### src/design/lrupr_pkg.sv
// Shared constants and response field layout for the LRU page replacement unit.
`timescale 1ns / 1ps
`default_nettype none
package lrupr_pkg;

   localparam int REQ_PAGE_W      = 16;
   localparam int REQ_TDATA_W     = 16;
   localparam int FRAME_COUNT_W   = 4;
   localparam logic [FRAME_COUNT_W-1:0] FRAME_COUNT_RESET = 4'd4;
   localparam int FRAME_INDEX_W   = 3;
   localparam int CNT_W           = 32;
   localparam logic [CNT_W-1:0] CNT_MAX = '1;

   localparam int RSP_HIT_LSB     = 0;
   localparam int RSP_FRAME_LSB   = 1;
   localparam int RSP_EVV_LSB     = 4;
   localparam int RSP_EVP_LSB     = 5;
   localparam int RSP_FAULT_LSB   = 21;
   localparam int RSP_HITS_LSB    = 53;
   localparam int RSP_TSAT_LSB    = 85;
   localparam int RSP_USED_W      = 86;
   localparam int RSP_TDATA_W     = 88;

endpackage
`default_nettype wire

### src/design/lru_page_replacement_unit.sv
// Top level of the timestamp-based LRU page replacement unit.
//
//  channel | direction | handshake               | payload
//  req     | in        | req_tvalid / req_tready | req_tdata (page), req_tlast (last_in_run)
//  rsp     | out       | rsp_tvalid / rsp_tready | rsp_tdata (result fields)
//  csr     | in        | csr_wr_en               | csr_wr_data (frame_count)
//
// The request is taken in the idle state. The scan state then walks the frame memory,
// reading each active frame in turn, and the write-back state updates the chosen slot
// and loads the result into the output register.
// Synchronous reset clears valid bits, use clock, totals and the frame count (to 4).
// The result sits in an output register; a stalled rsp holds the write-back cycle only.
// A new reference is taken once the previous one has written back.
`timescale 1ns / 1ps
`default_nettype none
module lru_page_replacement_unit #(
   parameter int MAX_FRAMES = 8,
   parameter int PAGE_BITS  = 16
) (
   input  wire logic                                clock,
   input  wire logic                                reset,
   input  wire logic                                req_tvalid,
   output logic                                     req_tready,
   // [15:0] page
   input  wire logic [lrupr_pkg::REQ_TDATA_W-1:0]   req_tdata,
   input  wire logic                                req_tlast,
   output logic                                     rsp_tvalid,
   input  wire logic                                rsp_tready,
   // [0] hit, [3:1] frame_index, [4] evicted_valid, [20:5] evicted_page,
   // [52:21] fault_count, [84:53] hit_total, [85] time_saturated, [87:86] zero
   output logic [lrupr_pkg::RSP_TDATA_W-1:0]        rsp_tdata,
   input  wire logic                                csr_wr_en,
   input  wire logic [lrupr_pkg::FRAME_COUNT_W-1:0] csr_wr_data
);

   localparam int FB    = (MAX_FRAMES > 1) ? $clog2(MAX_FRAMES) : 1;
   localparam int CW    = lrupr_pkg::CNT_W;
   localparam int MEM_W = CW + PAGE_BITS;

   localparam logic [1:0] ST_IDLE  = 2'd0;
   localparam logic [1:0] ST_SCAN  = 2'd1;
   localparam logic [1:0] ST_WRITE = 2'd2;

   logic [MEM_W-1:0] mem [MAX_FRAMES];
   logic [MEM_W-1:0] rd_data_ff;
   logic [FB-1:0]    rd_addr;
   logic             mem_we;
   logic [FB-1:0]    wr_addr;
   logic [MEM_W-1:0] wr_data;

   logic [1:0]                           state_ff, state_in;
   logic [lrupr_pkg::FRAME_COUNT_W-1:0]  frame_count_ff, frame_count_in;
   logic [MAX_FRAMES-1:0]                valid_ff, valid_in;
   logic [CW-1:0]                        clock_ff, clock_in;
   logic [CW-1:0]                        faults_ff, faults_in;
   logic [CW-1:0]                        hits_ff, hits_in;
   logic [PAGE_BITS-1:0]                 page_ff, page_in;
   logic                                 last_ff, last_in;
   logic [FB-1:0]                        last_idx_ff, last_idx_in;
   logic [FB-1:0]                        idx_ff, idx_in;
   logic                                 hit_ff, hit_in;
   logic [FB-1:0]                        hit_idx_ff, hit_idx_in;
   logic                                 empty_ff, empty_in;
   logic [FB-1:0]                        empty_idx_ff, empty_idx_in;
   logic                                 best_set_ff, best_set_in;
   logic [CW-1:0]                        best_time_ff, best_time_in;
   logic [FB-1:0]                        best_idx_ff, best_idx_in;
   logic [PAGE_BITS-1:0]                 best_page_ff, best_page_in;
   logic                                 rsp_valid_ff, rsp_valid_in;
   logic [lrupr_pkg::RSP_TDATA_W-1:0]    rsp_data_ff, rsp_data_in;

   logic [PAGE_BITS-1:0] entry_page;
   logic [CW-1:0]        entry_time;
   logic                 entry_valid;
   logic [FB-1:0]        active_last;
   logic [FB-1:0]        slot;
   logic [CW-1:0]        clock_next;
   logic [CW-1:0]        faults_next;
   logic [CW-1:0]        hits_next;
   logic                 out_free;
   logic                 req_xfer;

   assign entry_page  = rd_data_ff[PAGE_BITS-1:0];
   assign entry_time  = rd_data_ff[MEM_W-1:PAGE_BITS];
   assign entry_valid = valid_ff[idx_ff];
   assign out_free    = !rsp_valid_ff || rsp_tready;
   assign req_tready  = (state_ff == ST_IDLE);
   assign req_xfer    = req_tvalid && req_tready;
   assign rsp_tvalid  = rsp_valid_ff;
   assign rsp_tdata   = rsp_data_ff;

   always_comb begin
      if (frame_count_ff == '0) begin
         active_last = '0;
      end else if (int'(frame_count_ff) > MAX_FRAMES) begin
         active_last = FB'(MAX_FRAMES - 1);
      end else begin
         active_last = FB'(frame_count_ff - 1'b1);
      end
   end

   always_comb begin
      if (hit_ff) begin
         slot = hit_idx_ff;
      end else if (empty_ff) begin
         slot = empty_idx_ff;
      end else begin
         slot = best_idx_ff;
      end
      clock_next  = (clock_ff == lrupr_pkg::CNT_MAX) ? clock_ff : clock_ff + 1'b1;
      faults_next = (!hit_ff && faults_ff != lrupr_pkg::CNT_MAX) ? faults_ff + 1'b1 : faults_ff;
      hits_next   = (hit_ff && hits_ff != lrupr_pkg::CNT_MAX) ? hits_ff + 1'b1 : hits_ff;
   end

   always_comb begin
      state_in       = state_ff;
      frame_count_in = csr_wr_en ? csr_wr_data : frame_count_ff;
      valid_in       = valid_ff;
      clock_in       = clock_ff;
      faults_in      = faults_ff;
      hits_in        = hits_ff;
      page_in        = page_ff;
      last_in        = last_ff;
      last_idx_in    = last_idx_ff;
      idx_in         = idx_ff;
      hit_in         = hit_ff;
      hit_idx_in     = hit_idx_ff;
      empty_in       = empty_ff;
      empty_idx_in   = empty_idx_ff;
      best_set_in    = best_set_ff;
      best_time_in   = best_time_ff;
      best_idx_in    = best_idx_ff;
      best_page_in   = best_page_ff;
      rsp_valid_in   = rsp_valid_ff && !rsp_tready;
      rsp_data_in    = rsp_data_ff;
      rd_addr        = '0;
      mem_we         = 1'b0;
      wr_addr        = slot;
      wr_data        = {clock_next, page_ff};

      unique case (state_ff)
         ST_IDLE: begin
            if (req_xfer) begin
               page_in     = PAGE_BITS'(req_tdata[lrupr_pkg::REQ_PAGE_W-1:0]);
               last_in     = req_tlast;
               last_idx_in = active_last;
               idx_in      = '0;
               hit_in      = 1'b0;
               empty_in    = 1'b0;
               best_set_in = 1'b0;
               state_in    = ST_SCAN;
            end
         end
         ST_SCAN: begin
            rd_addr = (idx_ff == last_idx_ff) ? '0 : FB'(idx_ff + 1'b1);
            if (entry_valid && entry_page == page_ff && !hit_ff) begin
               hit_in     = 1'b1;
               hit_idx_in = idx_ff;
            end
            if (!entry_valid && !empty_ff) begin
               empty_in     = 1'b1;
               empty_idx_in = idx_ff;
            end
            if (entry_valid && (!best_set_ff || entry_time < best_time_ff)) begin
               best_set_in  = 1'b1;
               best_time_in = entry_time;
               best_idx_in  = idx_ff;
               best_page_in = entry_page;
            end
            if (idx_ff == last_idx_ff) begin
               state_in = ST_WRITE;
            end else begin
               idx_in = FB'(idx_ff + 1'b1);
            end
         end
         ST_WRITE: begin
            if (out_free) begin
               mem_we        = 1'b1;
               valid_in[slot] = 1'b1;
               clock_in      = clock_next;
               faults_in     = faults_next;
               hits_in       = hits_next;
               rsp_valid_in  = 1'b1;
               rsp_data_in   = '0;
               rsp_data_in[lrupr_pkg::RSP_HIT_LSB] = hit_ff;
               rsp_data_in[lrupr_pkg::RSP_FRAME_LSB +: lrupr_pkg::FRAME_INDEX_W] =
                  lrupr_pkg::FRAME_INDEX_W'(slot);
               rsp_data_in[lrupr_pkg::RSP_EVV_LSB] = !hit_ff && !empty_ff;
               if (!hit_ff && !empty_ff) begin
                  rsp_data_in[lrupr_pkg::RSP_EVP_LSB +: lrupr_pkg::REQ_PAGE_W] =
                     lrupr_pkg::REQ_PAGE_W'(best_page_ff);
               end
               rsp_data_in[lrupr_pkg::RSP_FAULT_LSB +: CW] = faults_next;
               rsp_data_in[lrupr_pkg::RSP_HITS_LSB +: CW]  = hits_next;
               rsp_data_in[lrupr_pkg::RSP_TSAT_LSB] = (clock_next == lrupr_pkg::CNT_MAX);
               if (last_ff) begin
                  valid_in  = '0;
                  clock_in  = '0;
                  faults_in = '0;
                  hits_in   = '0;
               end
               state_in = ST_IDLE;
            end
         end
         default: begin
            state_in = ST_IDLE;
         end
      endcase
   end

   always_ff @(posedge clock) begin
      rd_data_ff <= mem[rd_addr];
      if (mem_we) begin
         mem[wr_addr] <= wr_data;
      end
   end

   always_ff @(posedge clock) begin
      if (reset) begin
         state_ff       <= ST_IDLE;
         frame_count_ff <= lrupr_pkg::FRAME_COUNT_RESET;
         valid_ff       <= '0;
         clock_ff       <= '0;
         faults_ff      <= '0;
         hits_ff        <= '0;
         rsp_valid_ff   <= 1'b0;
      end else begin
         state_ff       <= state_in;
         frame_count_ff <= frame_count_in;
         valid_ff       <= valid_in;
         clock_ff       <= clock_in;
         faults_ff      <= faults_in;
         hits_ff        <= hits_in;
         rsp_valid_ff   <= rsp_valid_in;
      end
      page_ff      <= page_in;
      last_ff      <= last_in;
      last_idx_ff  <= last_idx_in;
      idx_ff       <= idx_in;
      hit_ff       <= hit_in;
      hit_idx_ff   <= hit_idx_in;
      empty_ff     <= empty_in;
      empty_idx_ff <= empty_idx_in;
      best_set_ff  <= best_set_in;
      best_time_ff <= best_time_in;
      best_idx_ff  <= best_idx_in;
      best_page_ff <= best_page_in;
      rsp_data_ff  <= rsp_data_in;
   end

endmodule
`default_nettype wire

### config.mk
export PLATFORM = sky130hd
export DESIGN_NAME = lru_page_replacement_unit
export DESIGN_NICKNAME = d
export VERILOG_FILES = /design/src/design/lrupr_pkg.sv /design/src/design/lru_page_replacement_unit.sv
export SDC_FILE = /design/constraint.sdc
export NUM_CORES = 1
export LEC_CHECK = 0
export BUFFER_PORTS_ARGS = -buffer_cell sky130_fd_sc_hd__buf_2
export CORE_AREA = 8 8 226 228
export DETAILED_ROUTE_END_ITERATION = 6
export DIE_AREA = 0 0 234 236
export HOLD_SLACK_MARGIN = 0.02
export PLACE_DENSITY = 0.91
export SLEW_MARGIN = 20
export SYNTH_ARGS = -nofsm -noshare
export SYNTH_HDL_FRONTEND = slang
export SYNTH_SLANG_ARGS = --single-unit
### constraint.sdc
create_clock -name clock -period 5.95 [get_ports clock]
set_input_delay 0.2975 -clock clock [delete_from_list [all_inputs] [get_ports clock]]
set_output_delay 0.2975 -clock clock [all_outputs]
set_load 0.01 [all_outputs]
==> results.json <==
{
  "status": "finished, final reports clean",
  "root_buffer": "clkbuf_16",
  "grt_pass1_wl_um": 115600,
  "routed_wirelength_um": 75830,
  "fp.dieH_um": 236,
  "min_path_cells": 3,
  "tns_ns": 0,
  "async_flop_share": 0,
  "drive_above_1_share": 0.1228,
  "startpoint": "idx_ff[0]",
  "ff_latch_area_sq_mm": 0.01979,
  "start_util": 0.6160,
  "insertion_delay_ns": 0.60,
  "place.gp.congestion": 0.8941,
  "maxCapViolCount": 0,
  "netlist_area_sq_mm": 0.02917,
  "critPathKind": "reg -> reg",
  "ys_warn_count": 0,
  "rr_endpoint": "rd_data_ff[17]",
  "hpwl_um": 40910,
  "drt_iter0_drc": 2911,
  "mostFrequentLayoutCells": "edfxtp_1, nand2_1, dfxtp_1",
  "coreArea_sq_mm": 0.04735,
  "synth-main-ff-cell": "edfxtp_1",
  "cts.sinks": 712,
  "dp_slack_ns": 2.251,
  "p_sw_mw": 2.674,
  "critPathCapture": "rd_data_ff[17]",
  "crit_arrival_ns": 4.44,
  "die_w_um": 234,
  "grt_start_max_net_pins": 193,
  "max_slew_margin": 0.2429,
  "ys_seq_area_frac": 0.6785,
  "grt_pass1_vias": 20750,
  "critPathRequiredTime_ns": 6.45,
  "min_period_ns": 3.941,
  "power_density_mw_per_mm2": 336.3,
  "regToRegSetupSlack_ns": 2.01,
  "diodes": 0,
  "synth_edf_count": 553,
  "num_rows": 80,
  "path_cells": "xor2_1 -> nor3_2 -> buf_4 -> nor2_4 -> buf_4 -> and2_1 -> a211oi_1 -> a31oi_1 -> o21a_1",
  "fillers": 2786,
  "cts_buffers": 68,
  "rsz0062_at_grt": "false",
  "path_clk_slew_ns": 0.07,
  "hold_path.class": "in -> reg",
  "netlist_instances": 2280,
  "antenna_found_initial": 0,
  "route.detailed.drc": 0,
  "pwr-share-clk": 0.399,
  "synth_cell_types": 64,
  "post_drt_via_cell_ratio": 6.746,
  "hold_viol_final": 0,
  "setup_ws_ns": 2.009,
  "top_level_ports": 116,
  "drv_slew": 0,
  "ff2ff_path_depth": 9,
  "switching_share": 0.2425,
  "multiInputGateArea_sq_mm": 0.008750,
  "hold_slack_ns": 0.06043,
  "synth_seq_cells": 712,
  "power_frac_comb": 0.089,
  "final_nets": 2425,
  "period_share": 0.6624,
  "r2r_start": "idx_ff[0]",
  "fin_skew_ns": 0.02341,
  "finalNonFillerCells": 3033,
  "vias": 20460,
  "final-setup-viol-count": 0,
  "total_power_mw": 11.03,
  "startpoint_type": "register",
  "fp.dieArea_sq_mm": 0.05522,
  "syn_to_final_growth_pct": 12.41,
  "crit_path_frequent_cell": "buf_4",
  "firstDrtPassIters": 6,
  "crit_path_max_fanout": 65,
  "grt_overflow_total": 0,
  "max_stage_delay_ns": 0.75,
  "cp_slowest_cell": "buf_4",
  "fmax_mhz": 253.7,
  "dpl.cell_count": 2885,
  "ir_worst_vdd_uv": 238.5,
  "p_leak_nw": 11.11,
  "cts_tree": "yes",
  "htree_levels": 3,
  "io_buffers": 113,
  "clock_path_buffers": 3,
  "cts_resized": 0,
  "wl_per_cell_um": 25.00,
  "grt_usage": 0.2685,
  "ant_nets": 0,
  "end_kind": "register",
  "p_seq_frac": 0.511,
  "layout_commonest_cell": "edfxtp_1",
  "synth_area_per_cell_sq_um": 12.79,
  "intPower_mw": 8.352,
  "worst_slew_pin_slew_ns": 1.133
}
## logic make-up after synthesis
logic type	Yosys count	share of synthesized area
buffers and inverters	201	0.02651
DFF	712	0.6785
other	1	0.0001286
adders and majority gates	36	0.01544
muxes	13	0.005491
and+or+nand+nor	691	0.1199
xor gates and xnor gates	109	0.03273
AOI/OAI and AO/OA	517	0.1213
## layout make-up
cell class                      instances  share of cell area
Clock buffer                           91             0.05797
Clock inverter                         34             0.01088
Inverter                               47            0.005457
Multi-Input combinational cell       1368              0.2669
Sequential cell                       712              0.6036
Tap cell                              615             0.02347
Timing Repair Buffer                  166             0.03175
## worst min-delay path by stage
stage | from | endpoint
final | req_tvalid | state_ff[0]
after global placement | rd_data_ff[16] | best_time_ff[0]
after CTS | req_tvalid | state_ff[0]
after global routing | req_tvalid | state_ff[0]
after detailed placement | rd_data_ff[16] | best_time_ff[0]
after floorplan | req_tlast | last_ff
## power by group through the flow
stage               Combinational [mW]  Clock (mW)  Sequential [mW]
floorplan                        0.627           0             5.68
global placement                 0.826           0             5.72
detailed placement               0.892           0             5.73
CTS                              0.950        4.39             5.63
global route                      1.05        4.59             5.64
finish                           0.986        4.40             5.64
## sequential cells by signal, indices dropped and copies added (netlist names), 4 cells and up
| signal | cells |
|---|---|
| faults_ff | 32 |
| best_time_ff | 32 |
| hits_ff | 32 |
| rd_data_ff | 48 |
| best_page_ff | 16 |
| mem | 384 |
| valid_ff | 8 |
| rsp_tdata | 86 |
| clock_ff | 32 |
| frame_count_ff | 4 |
| page_ff | 16 |
## cell usage after synthesis (11+ instances only)
cell type | number | area (sq um)
a211oi_1 | 50 | 375.4
a21o_1 | 21 | 157.7
a21oi_1 | 61 | 305.3
a22oi_1 | 27 | 202.7
a31oi_1 | 88 | 550.5
and2_1 | 76 | 475.5
and3_1 | 28 | 175.2
and4_1 | 11 | 96.34
buf_1 | 16 | 60.06
clkbuf_1 | 127 | 476.7
dfxtp_1 | 159 | 3183
edfxtp_1 | 553 | 16610
ha_1 | 36 | 450.4
inv_1 | 44 | 165.2
nand2_1 | 176 | 660.6
nand2b_1 | 12 | 75.07
nand3_1 | 40 | 200.2
nand4_1 | 33 | 206.5
nor2_1 | 133 | 499.2
nor3_1 | 68 | 340.3
nor4_1 | 14 | 87.58
o211ai_1 | 50 | 375.4
o21a_1 | 56 | 420.4
o21ai_0 | 72 | 360.4
o311ai_0 | 49 | 429.2
o31ai_1 | 18 | 135.1
or3_1 | 74 | 462.9
xnor2_1 | 63 | 551.8
xor2_1 | 46 | 402.9
## metal layers
metal	part of all wire	track usage
met3	0.10	0.05498
met5	0	0
met4	0.049	0.1350
met1	0.35	0.3218
met2	0.50	0.4552
## worst max-delay path, delay by kind of cell, from the launching register on
family | cells | cell delay, ns
buffers and inverters | 2 | 1.18
xor gates and xnor gates | 1 | 0.22
DFF | 1 | 0.55
AOI/OAI and AO/OA | 3 | 0.74
and+or+nand+nor | 3 | 1.08
## repair_timing
| action | in CTS | in global routing |
|---|---|---|
| hold buffers | 21 | 0 |
| setup buffers | 0 | 0 |
| hold endpoints to repair | 21 | 0 |
## metrics by stage
step | util | cell area [sq um]
after floorplan | - | 29170
after global placement | 0.6391 | 30260
after detailed placement | 0.6392 | 30260
after CTS | 0.6913 | 32730
after global routing | 0.6925 | 32790
final | 0.6925 | 32790
Note: power is estimated with default switching activity, not from simulation.
